[config.mk]
export PLATFORM = sky130hd
export DESIGN_NAME = utf8_byte_sanitizer
export DESIGN_NICKNAME = d
export VERILOG_FILES = /design/src/design/utf8bs_pkg.sv /design/src/design/utf8bs_step.sv /design/src/design/utf8bs_burst.sv /design/src/design/utf8_byte_sanitizer.sv
export SDC_FILE = /design/constraint.sdc
export NUM_CORES = 1
export LEC_CHECK = 0
export BUFFER_PORTS_ARGS = -buffer_cell sky130_fd_sc_hd__buf_2
export CORE_MARGIN = 1
export CORE_UTILIZATION = 55
export DETAILED_ROUTE_END_ITERATION = 10
export PLACE_DENSITY = 0.75
export SETUP_SLACK_MARGIN = 0.05
export SLEW_MARGIN = 0
export SYNTH_ARGS = -nofsm -noshare
export SYNTH_HDL_FRONTEND = slang
export SYNTH_SLANG_ARGS = --single-unit
[constraint.sdc]
create_clock -name clock -period 4.7 [get_ports clock]
set_clock_uncertainty 0.05 [all_clocks]
set_input_delay 0.94 -clock clock [delete_from_list [all_inputs] [get_ports clock]]
set_output_delay 0.94 -clock clock [all_outputs]
set_load 0.005 [all_outputs]
[src/design/utf8bs_pkg.sv]
// shared types and constants for the utf-8 byte sanitizer
`default_nettype none

package utf8bs_pkg;

   localparam int unsigned MAX_RESULTS = 4;
   localparam int unsigned HELD_DEPTH  = 3;
   localparam int unsigned COUNT_W     = $clog2(MAX_RESULTS + 1);
   localparam int unsigned SLOT_W      = $clog2(MAX_RESULTS);

   localparam logic [7:0] REPL_CHAR   = 8'd63;
   localparam logic [1:0] CONT_TAG    = 2'b10;
   localparam logic [2:0] LEAD2_TAG   = 3'b110;
   localparam logic [3:0] LEAD3_TAG   = 4'b1110;
   localparam logic [4:0] LEAD4_TAG   = 5'b11110;

   typedef struct packed {
      logic [7:0] data;
      logic       replaced;
   } result_type;

   typedef struct packed {
      logic                                load;
      logic                                stream_end;
      logic [COUNT_W-1:0]                  count;
      result_type [MAX_RESULTS-1:0]        slots;
   } burst_load_type;

endpackage

`default_nettype wire

[src/design/utf8bs_step.sv]
// sequence state and per-byte repair logic for the utf-8 byte sanitizer
`default_nettype none

module utf8bs_step (
   input  wire logic                   clock,
   input  wire logic                   reset,
   input  wire logic                   advance,
   input  wire logic [7:0]             in_byte,
   input  wire logic                   stream_end,
   output utf8bs_pkg::burst_load_type  burst_load
);

   logic [7:0] held_ff [utf8bs_pkg::HELD_DEPTH];
   logic [7:0] held_in [utf8bs_pkg::HELD_DEPTH];
   logic [1:0] held_count_ff;
   logic [1:0] held_count_in;
   logic [1:0] need_ff;
   logic [1:0] need_in;

   always_comb begin
      logic [1:0]                                    hc;
      logic [1:0]                                    need;
      logic [utf8bs_pkg::COUNT_W-1:0]                n;
      logic                                          fresh;
      utf8bs_pkg::result_type [utf8bs_pkg::MAX_RESULTS-1:0] slots;

      hc    = held_count_ff;
      need  = need_ff;
      n     = '0;
      fresh = 1'b0;
      slots = '0;
      held_in = held_ff;

      if (need != 2'd0) begin
         if (in_byte[7:6] == utf8bs_pkg::CONT_TAG) begin
            need = need - 2'd1;
            if (need == 2'd0) begin
               for (int k = 0; k < utf8bs_pkg::HELD_DEPTH; k++) begin
                  if (2'(k) < hc) begin
                     slots[n[utf8bs_pkg::SLOT_W-1:0]] = '{data: held_ff[k], replaced: 1'b0};
                     n = n + 1'b1;
                  end
               end
               slots[n[utf8bs_pkg::SLOT_W-1:0]] = '{data: in_byte, replaced: 1'b0};
               n  = n + 1'b1;
               hc = 2'd0;
            end else if (hc != 2'd3) begin
               held_in[hc] = in_byte;
               hc = hc + 2'd1;
            end
         end else begin
            // broken sequence
            for (int k = 0; k < utf8bs_pkg::HELD_DEPTH; k++) begin
               if (2'(k) < hc) begin
                  slots[n[utf8bs_pkg::SLOT_W-1:0]] =
                     '{data: utf8bs_pkg::REPL_CHAR, replaced: 1'b1};
                  n = n + 1'b1;
               end
            end
            hc    = 2'd0;
            need  = 2'd0;
            fresh = 1'b1;
         end
      end else begin
         fresh = 1'b1;
      end

      if (fresh) begin
         if (!in_byte[7]) begin
            slots[n[utf8bs_pkg::SLOT_W-1:0]] = '{data: in_byte, replaced: 1'b0};
            n = n + 1'b1;
         end else if (in_byte[7:5] == utf8bs_pkg::LEAD2_TAG) begin
            held_in[0] = in_byte;
            hc   = 2'd1;
            need = 2'd1;
         end else if (in_byte[7:4] == utf8bs_pkg::LEAD3_TAG) begin
            held_in[0] = in_byte;
            hc   = 2'd1;
            need = 2'd2;
         end else if (in_byte[7:3] == utf8bs_pkg::LEAD4_TAG) begin
            held_in[0] = in_byte;
            hc   = 2'd1;
            need = 2'd3;
         end else begin
            slots[n[utf8bs_pkg::SLOT_W-1:0]] =
               '{data: utf8bs_pkg::REPL_CHAR, replaced: 1'b1};
            n = n + 1'b1;
         end
      end

      // early end of stream
      if (stream_end && (need != 2'd0)) begin
         for (int k = 0; k < utf8bs_pkg::HELD_DEPTH; k++) begin
            if (2'(k) < hc) begin
               slots[n[utf8bs_pkg::SLOT_W-1:0]] =
                  '{data: utf8bs_pkg::REPL_CHAR, replaced: 1'b1};
               n = n + 1'b1;
            end
         end
         hc   = 2'd0;
         need = 2'd0;
      end

      held_count_in         = hc;
      need_in               = need;
      burst_load.load       = advance;
      burst_load.stream_end = stream_end;
      burst_load.count      = n;
      burst_load.slots      = slots;
   end

   always_ff @(posedge clock) begin
      if (reset) begin
         held_count_ff <= 2'd0;
         need_ff       <= 2'd0;
      end else if (advance) begin
         held_count_ff <= held_count_in;
         need_ff       <= need_in;
      end
   end

   always_ff @(posedge clock) begin
      if (advance) begin
         held_ff <= held_in;
      end
   end

endmodule

`default_nettype wire

[src/design/utf8bs_burst.sv]
// output buffer that drains the results of one byte, one per cycle while rsp_ready is high
`default_nettype none

module utf8bs_burst (
   input  wire logic                       clock,
   input  wire logic                       reset,
   input  wire utf8bs_pkg::burst_load_type burst_load,
   output logic                            can_load,
   output logic                            rsp_valid,
   input  wire logic                       rsp_ready,
   output logic [7:0]                      rsp_out_byte,
   output logic                            rsp_replaced,
   output logic                            rsp_run_last,
   output logic                            rsp_stream_done
);

   localparam int unsigned N = utf8bs_pkg::MAX_RESULTS;

   logic [7:0]                     data_ff [N];
   logic [7:0]                     data_in [N];
   logic [N-1:0]                   rep_ff;
   logic [N-1:0]                   rep_in;
   logic [N-1:0]                   last_ff;
   logic [N-1:0]                   last_in;
   logic [N-1:0]                   done_ff;
   logic [N-1:0]                   done_in;
   logic [utf8bs_pkg::COUNT_W-1:0] count_ff;
   logic [utf8bs_pkg::COUNT_W-1:0] count_in;
   logic                           pop;

   assign pop      = (count_ff != '0) && rsp_ready;
   assign can_load = (count_ff == '0) ||
                     ((count_ff == utf8bs_pkg::COUNT_W'(1)) && pop);

   always_comb begin
      data_in  = data_ff;
      rep_in   = rep_ff;
      last_in  = last_ff;
      done_in  = done_ff;
      count_in = count_ff;
      if (burst_load.load && can_load) begin
         for (int i = 0; i < N; i++) begin
            data_in[i] = burst_load.slots[i].data;
            rep_in[i]  = burst_load.slots[i].replaced;
            last_in[i] = (utf8bs_pkg::COUNT_W'(i + 1) == burst_load.count);
            done_in[i] = last_in[i] && burst_load.stream_end;
         end
         count_in = burst_load.count;
      end else if (pop) begin
         for (int i = 0; i < N - 1; i++) begin
            data_in[i] = data_ff[i + 1];
            rep_in[i]  = rep_ff[i + 1];
            last_in[i] = last_ff[i + 1];
            done_in[i] = done_ff[i + 1];
         end
         count_in = count_ff - 1'b1;
      end
   end

   always_ff @(posedge clock) begin
      if (reset) begin
         count_ff <= '0;
      end else begin
         count_ff <= count_in;
      end
   end

   always_ff @(posedge clock) begin
      data_ff <= data_in;
      rep_ff  <= rep_in;
      last_ff <= last_in;
      done_ff <= done_in;
   end

   assign rsp_valid       = (count_ff != '0);
   assign rsp_out_byte    = data_ff[0];
   assign rsp_replaced    = rep_ff[0];
   assign rsp_run_last    = last_ff[0];
   assign rsp_stream_done = done_ff[0];

endmodule

`default_nettype wire

[src/design/utf8_byte_sanitizer.sv]
// top level of the utf-8 byte sanitizer
//
// Passes a byte stream through and repairs invalid UTF-8: complete sequences
// come out unchanged, bad leads, stray continuations and broken or unfinished
// sequences come out as '?' with rsp_replaced set. An accepted byte waits in
// the input register until the four-entry output buffer can take its 0 to 4
// result items. The buffer drains one item per cycle on the single result
// port while rsp_ready is high and takes the next byte's results only once
// empty or as its last item leaves, so a byte is accepted every cycle while
// each byte yields at most one result and rsp_ready is high, and a byte that
// yields several results stalls the input until all but its last have left.
// Lead bytes and held continuations yield no result until the sequence ends.
`default_nettype none

module utf8_byte_sanitizer (
   input  wire logic       clock,
   input  wire logic       reset,
   input  wire logic       req_valid,
   output logic            req_ready,
   input  wire logic [7:0] req_in_byte,
   input  wire logic       req_stream_end,
   output logic            rsp_valid,
   input  wire logic       rsp_ready,
   output logic [7:0]      rsp_out_byte,
   output logic            rsp_replaced,
   output logic            rsp_run_last,
   output logic            rsp_stream_done
);

   logic                       in_valid_ff;
   logic                       in_valid_in;
   logic [7:0]                 in_byte_ff;
   logic                       in_end_ff;
   logic                       can_load;
   logic                       advance;
   logic                       req_fire;
   utf8bs_pkg::burst_load_type burst_load;

   assign advance   = in_valid_ff && can_load;
   assign req_ready = !in_valid_ff || advance;
   assign req_fire  = req_valid && req_ready;

   always_comb begin
      in_valid_in = in_valid_ff;
      if (req_fire) begin
         in_valid_in = 1'b1;
      end else if (advance) begin
         in_valid_in = 1'b0;
      end
   end

   always_ff @(posedge clock) begin
      if (reset) begin
         in_valid_ff <= 1'b0;
      end else begin
         in_valid_ff <= in_valid_in;
      end
   end

   always_ff @(posedge clock) begin
      if (req_fire) begin
         in_byte_ff <= req_in_byte;
         in_end_ff  <= req_stream_end;
      end
   end

   utf8bs_step u_step (
      .clock      (clock),
      .reset      (reset),
      .advance    (advance),
      .in_byte    (in_byte_ff),
      .stream_end (in_end_ff),
      .burst_load (burst_load)
   );

   utf8bs_burst u_burst (
      .clock           (clock),
      .reset           (reset),
      .burst_load      (burst_load),
      .can_load        (can_load),
      .rsp_valid       (rsp_valid),
      .rsp_ready       (rsp_ready),
      .rsp_out_byte    (rsp_out_byte),
      .rsp_replaced    (rsp_replaced),
      .rsp_run_last    (rsp_run_last),
      .rsp_stream_done (rsp_stream_done)
   );

endmodule

`default_nettype wire

==> results of run 1 <==
[metal layers]
layer | global-route usage | up-vias
li1 | - | 2087
met1 | 0.388 | 2039
met2 | 0.413 | 209
met3 | 0.0361 | 17
met4 | 0.0758 | 0
met5 | 0 | -
[synth_stat cells (3+ instances only)]
| library cell | number |
|---|---|
| edfxtp_1 | 77 |
| a21oi_1 | 67 |
| nor2_1 | 64 |
| nand2_1 | 50 |
| o21ai_0 | 28 |
| ha_1 | 27 |
| clkbuf_1 | 23 |
| inv_1 | 18 |
| nor3_1 | 17 |
| o22ai_1 | 16 |
| buf_4 | 10 |
| a22oi_1 | 9 |
| a32o_1 | 9 |
| nand3_1 | 9 |
| a22o_1 | 8 |
| and3_1 | 8 |
| buf_1 | 8 |
| dfxtp_1 | 8 |
| a31oi_1 | 7 |
| and2_1 | 7 |
| mux2i_1 | 7 |
| buf_2 | 6 |
| nor2b_1 | 5 |
| mux2_2 | 4 |
| a21o_1 | 3 |
[power groups by stage]
stage | Clock, W | Sequential [W] | Combinational [W]
after global placement | 0 | 0.00122 | 0.000769
after CTS | 0.000479 | 0.00121 | 0.000792
after detailed placement | 0 | 0.00123 | 0.000788
final | 0.000478 | 0.00121 | 0.000815
after global routing | 0.000506 | 0.00123 | 0.000914
after floorplan | 0 | 0.00121 | 0.000603
[cell type report]
type	instances	area, µm²	area share
clock buffer	9	124	0.0207
clock inverter	7	48.8	0.00817
inverter	19	71.3	0.0119
multi-input combinational	404	2710	0.453
sequential	85	2480	0.415
tap	129	161	0.0270
timing repair buffer	59	380	0.0637
[critical path, delay by kind of cell (launching register included)]
| family | cells | cell delay [ns] |
|---|---|---|
| compound gates | 7 | 1.34 |
| fa+ha+maj | 3 | 0.73 |
| xor+xnor | 3 | 0.66 |
| buf+inv | 3 | 0.59 |
| simple gates | 3 | 0.47 |
| flops | 1 | 0.32 |
[repair_timing]
item / in CTS / in global routing
resized for setup: 0 / 21
buffers inserted: 0 / 5
endpoints found under the setup margin: 0 / 18
[path summary, 6_finish.rpt]
kind                                                startpoint                              to  slack (ns)  cells past startpoint
worst max-delay path            u_step.need_ff[1]$_SDFFE_PP0P_    u_burst.last_ff[2]$_DFFE_PP_        0.28                     19
worst min-delay path            u_step.need_ff[1]$_SDFFE_PP0P_  u_step.need_ff[1]$_SDFFE_PP0P_        0.46                      2
worst max register to register  u_step.need_ff[1]$_SDFFE_PP0P_    u_burst.last_ff[2]$_DFFE_PP_        0.28                     19
worst min register to register  u_step.need_ff[1]$_SDFFE_PP0P_  u_step.need_ff[1]$_SDFFE_PP0P_        0.46                      2
[metrics by stage]
step / worst slack [ns] / area [µm²] / power (W) / std cells
floorplan: 0.0596 / 5370 / 0.00181 / 554
global placement: 0.283 / 5650 / 0.00199 / 690
detailed placement: 0.180 / 5650 / 0.00202 / 690
CTS: 0.134 / 5820 / 0.00248 / 706
global route: 0.0123 / 5970 / 0.00265 / 712
finish: 0.276 / 5970 / 0.00250 / 712
[cell families (layout without fill, tap and decap cells)]
| kind of cell | after synthesis | after routing |
|---|---|---|
| mux | 11 | 11 |
| compound gates | 174 | 174 |
| xor+xnor | 7 | 8 |
| buf+inv | 66 | 94 |
| flops | 85 | 85 |
| simple gates | 184 | 184 |
| fa+ha+maj | 27 | 27 |
==> flow_metrics.tcl, run 1 <==
set metrics [dict create \
    hold_ws_ns 0.463 \
    synth_area_leaders "edfxtp_1, ha_1, a21oi_1" \
    yosysTopAreaCellShare 0.431 \
    power.clock.fraction 0.191 \
    htreeDepth 3 \
    layout_commonest_cell "edfxtp_1" \
    cp-start-kind "register" \
    port_buffers 25 \
    slew_headroom 0.322 \
    worst_ep_required_time_ns 4.76 \
    diodes 0 \
    yosys_warnings 0 \
    final-setup-viol-count 0 \
    clock_latency_ns 0.36 \
    holdBufCountCts 0 \
    fp.dieH_um 101 \
    p_leak_nw 2.18 \
    synth_edf_count 77 \
    internal_power_w 0.00164 \
    area_growth_pct 11.4 \
    place_hpwl_um 9240 \
    route.met3.wl_um 1020 \
    synth_nets 594 \
    yosys.area_share.simple 0.165 \
    synth.largest_area_cell "edfxtp_1" \
    cts_made_buffers 9 \
    grt_overflow 0 \
    dieArea_um2 10100 \
    place.gp.congestion 0.927 \
    vias 4352 \
    rsz0062_at_grt "false" \
    tns_ns 0 \
    antenna_found_initial 0 \
    async_flop_share 0 \
    synth-adder-area-share 0.0630 \
    synth_flop_cell "edfxtp_1" \
    maxCapViolCount 0 \
    critPathCaptureType "register" \
    cts_tree "built" \
    cts_sinks 85 \
    dr.pass1.iters 5 \
    synth-xor-area-share 0.0198 \
    grt_pass1_vias 3981 \
    p_sw_frac 0.346 \
    synth.distinct_cells 68 \
    ir_worst_vdd_mv 0.246 \
    drt-met1-wl_um 5810 \
    combPwrFrac 0.326 \
    ant_nets 0 \
    ys_seq_area_frac 0.461 \
    synth_top_family_by_area "compound AO/OA/AOI/OAI gates" \
    final.min_clock_period_ns 4.42 \
    final_cell_mix "edfxtp_1, a21oi_1, nor2_1, nand2_1, buf_4" \
    period_share 0.941 \
    row_count 35 \
    worst_hold_path_type "register to register" \
    wire_per_inst_um 18.1 \
    status "finished, final reports clean" \
    layout-drive-gt1-share 0.202 \
    drc_errors 0 \
    cp.arrival_ns 4.49 \
    seqPwrFrac 0.483 \
    initial_core_util 0.575 \
    worst-path-max-fanout 21 \
    avgSynthCellArea_um2 9.68 \
    hold_viol 0 \
    synth_compound_area_frac 0.215 \
    syn_area_um2 5360 \
    p_sw_w 0.000864 \
    wl_met2_um 5940 \
    boundaryPins 26 \
    synthCells 554 \
    drt-total-wl_um 12900 \
    drt_iter0_markers 424 \
    die_w_um 101 \
    path_class "register to register" \
    grt_max_degree 44 \
    max_stage_delay_ns 0.32 \
    vias_per_cell 6.11 \
    tightest_slew_ns 1.02 \
    slowest_stage "dfxtp_1" \
    synth_seq_cells 85 \
    maxUsedRoutingLayer "met4" \
    clk_pin_slew_ns 0.10 \
    nets 618 \
    path_cells "inv_1 > ha_1 > buf_4 > nor2_1 > nor2_4 > xor2_4 > buf_4 > xor2_1 > ha_1 > a22o_1 > a22o_1 > ha_2 > nand2_1 > o21ai_0 > o21ai_0 > a21boi_1 > o21ai_2 > xnor2_2 > a32o_1" \
    fill_cells 758 \
    post-route-util 0.640 \
    grt_pass1_wl_um 20500 \
    clk_path_buf_depth 2 \
    power.density_nw_per_um2 419 \
    fmax_mhz 226 \
    core_um2 9330 \
    muxShareOfSynthArea 0.0215 \
    maxSlewViolCount 0 \
    grt_usage 0.265 \
    cts-root-buf "clkbuf_8" \
]
Note: power is estimated with default switching activity, not from simulation.
==> inputs of run 2 (changes only) <==
--- a/config.mk
+++ b/config.mk
@@ -9,6 +9,7 @@
 export CORE_MARGIN = 1
 export CORE_UTILIZATION = 55
 export DETAILED_ROUTE_END_ITERATION = 10
+export MAX_ROUTING_LAYER = met4
 export PLACE_DENSITY = 0.75
 export SETUP_SLACK_MARGIN = 0.05
 export SLEW_MARGIN = 0
==> constraint.sdc (replaced) <==
create_clock -name clock -period 4 [get_ports clock]
set_clock_uncertainty 0.05 [all_clocks]
set_input_delay 0.8 -clock clock [delete_from_list [all_inputs] [get_ports clock]]
set_output_delay 0.8 -clock clock [all_outputs]
set_load 0.005 [all_outputs]
==> flow_metrics.tcl, run 2 (synthesis gave the netlist of run 1 again) <==
set metrics [dict create \
    drt-met1-wl_um 5810 \
    final-setup-viol-count 22 \
    initial_core_util 0.575 \
    dr.pass1.iters 6 \
    antenna_found_initial 0 \
    clk_path_buf_depth 2 \
    maxCapViolCount 0 \
    power.clock.fraction 0.205 \
    worst_ep_required_time_ns 4.06 \
    final_cell_mix "edfxtp_1, a21oi_1, nor2_1, buf_4, nand2_1" \
    route.met3.wl_um 1110 \
    register_area_um2 2480 \
    grt_overflow 0 \
    drt_iter0_markers 383 \
    p_sw_frac 0.341 \
    setup_ws_ns -0.165 \
    grt_pass1_wl_um 21100 \
    maxUsedRoutingLayer "met4" \
    holdBufCountCts 0 \
    rsz0062_at_grt "true" \
    place.gp.congestion 0.971 \
    vias 4456 \
    multi_input_area_um2 2840 \
    nets 647 \
    boundaryPins 26 \
    layout_commonest_cell "edfxtp_1" \
    fmax_mhz 240 \
    core_um2 9330 \
    final.min_clock_period_ns 4.17 \
    r2r_slack_ns -0.17 \
    critical_path.most_common_cell "ha_4" \
    power.density_nw_per_um2 492 \
    hold_viol 0 \
    clock_latency_ns 0.35 \
    cp-startpoint "u_step.held_count_ff[0]$_SDFFE_PP0P_" \
    clk_pin_slew_ns 0.10 \
    critPathCaptureType "register" \
    drt-total-wl_um 13600 \
    combPwrFrac 0.344 \
    wl_met2_um 6440 \
    hold_ws_ns 0.464 \
    cts-root-buf "clkbuf_8" \
    drc_errors 0 \
    path_cells "buf_6 > ha_4 > xnor2_4 > nand2b_4 > a21oi_4 > ha_4 > a2bb2oi_4 > ha_4 > a21o_1 > ha_4 > a22o_1 > a22o_1 > buf_4 > ha_4 > a21oi_2 > nor2_2 > o21ba_4 > a311oi_4 > buf_6 > a21oi_1" \
    cts_sinks 85 \
    grt_usage 0.283 \
    period_share 1.04 \
    p_leak_nw 2.36 \
    slew_headroom 0.375 \
    internal_power_w 0.00207 \
    slowest_stage "dfxtp_4" \
    htreeDepth 3 \
    grt_pass1_vias 4158 \
    hp-start "u_step.need_ff[1]$_SDFFE_PP0P_" \
    violations "setup timing" \
    dp_cells 716 \
    cts_made_buffers 9 \
    row_count 35 \
    maxSlewViolCount 0 \
    diodes 0 \
    die_w_um 101 \
    cts_tree "built" \
    status "finished with violations" \
    finalNonFillerCells 741 \
    cp.arrival_ns 4.23 \
    worst_hold_path_type "register to register" \
    place_hpwl_um 9770 \
    r2r-start "u_step.held_count_ff[0]$_SDFFE_PP0P_" \
    cp-start-kind "register" \
    ant_nets 0 \
    fill_cells 731 \
    path_class "register to register" \
    p_sw_w 0.00107 \
    tightest_slew_ns 0.935 \
    fp.dieH_um 101 \
    max_stage_delay_ns 0.37 \
    vias_per_cell 6.01 \
    grt_max_degree 42 \
    wire_per_inst_um 18.3 \
    dieArea_um2 10100 \
    ir_worst_vdd_mv 0.259 \
    power.total_w 0.00314 \
    port_buffers 25 \
    seqPwrFrac 0.451 \
    worst-path-max-fanout 7 \
    layout-drive-gt1-share 0.271 \
    area_growth_pct 19.2 \
]
==> run 2: what timing repair did <==
item	in CTS	in global routing
endpoints found under the setup margin	24	46
resized for setup	10	23
gates cloned	0	1
endpoints found under the hold margin	0	0
pin swaps	16	15
buffers inserted	4	4
==> run 2: metal layers <==
layer,global-route usage,up-vias
met2,0.443,213
met4,0.0847,0
met5,-,-
met1,0.379,2085
li1,-,2135
met3,0.0485,23
==> run 2: path summary, 6_finish.rpt <==
kind                                     to  cells after the start
max           u_burst.data_ff[10]$_DFFE_PP_                     20
min          u_step.need_ff[1]$_SDFFE_PP0P_                      2
min reg2reg  u_step.need_ff[1]$_SDFFE_PP0P_                      2
max reg2reg   u_burst.data_ff[10]$_DFFE_PP_                     20
==> run 2: stage by stage <==
| stage | instance area [µm²] | setup TNS (ns) | setup WS (ns) | util |
|---|---|---|---|---|
| 2_1_floorplan | 5480 | -2.85 | -0.204 | - |
| 5_1_grt | 6390 | -5.68 | -0.272 | 0.685 |
| 3_3_place_gp | 5960 | -0.289 | -0.0500 | 0.639 |
| 4_1_cts | 6250 | -1.98 | -0.141 | 0.670 |
| 6_report | 6390 | -2.01 | -0.165 | 0.685 |
| 3_5_place_dp | 5960 | -3.30 | -0.194 | 0.639 |
==> run 2: area by class of cell <==
type                    count  share of cell area
flip-flops and latches     85               0.388
clock inverters             7              0.0123
clock buffers               9              0.0194
well taps                 129              0.0253
inverters                  19              0.0119
multi-input cells         404               0.445
repair buffers             88              0.0979
==> run 2: power by group through the flow <==
| stage | registers [W] | clock network, W | logic, W |
|---|---|---|---|
| global route | 0.00145 | 0.000679 | 0.00120 |
| floorplan | 0.00142 | 0 | 0.000724 |
| CTS | 0.00142 | 0.000652 | 0.00102 |
| detailed placement | 0.00144 | 0 | 0.000996 |
| finish | 0.00142 | 0.000645 | 0.00108 |
| global placement | 0.00143 | 0 | 0.000959 |
==> run 2: worst max-delay path, delay by kind of cell, from the launching register on <==
kind | cells | cell delay [ns]
adders and majority gates | 5 | 1.00
and+or+nand+nor | 2 | 0.21
buffers and inverters | 3 | 0.44
DFF | 1 | 0.37
AOI/OAI and AO/OA | 9 | 1.70
xor gates and xnor gates | 1 | 0.14
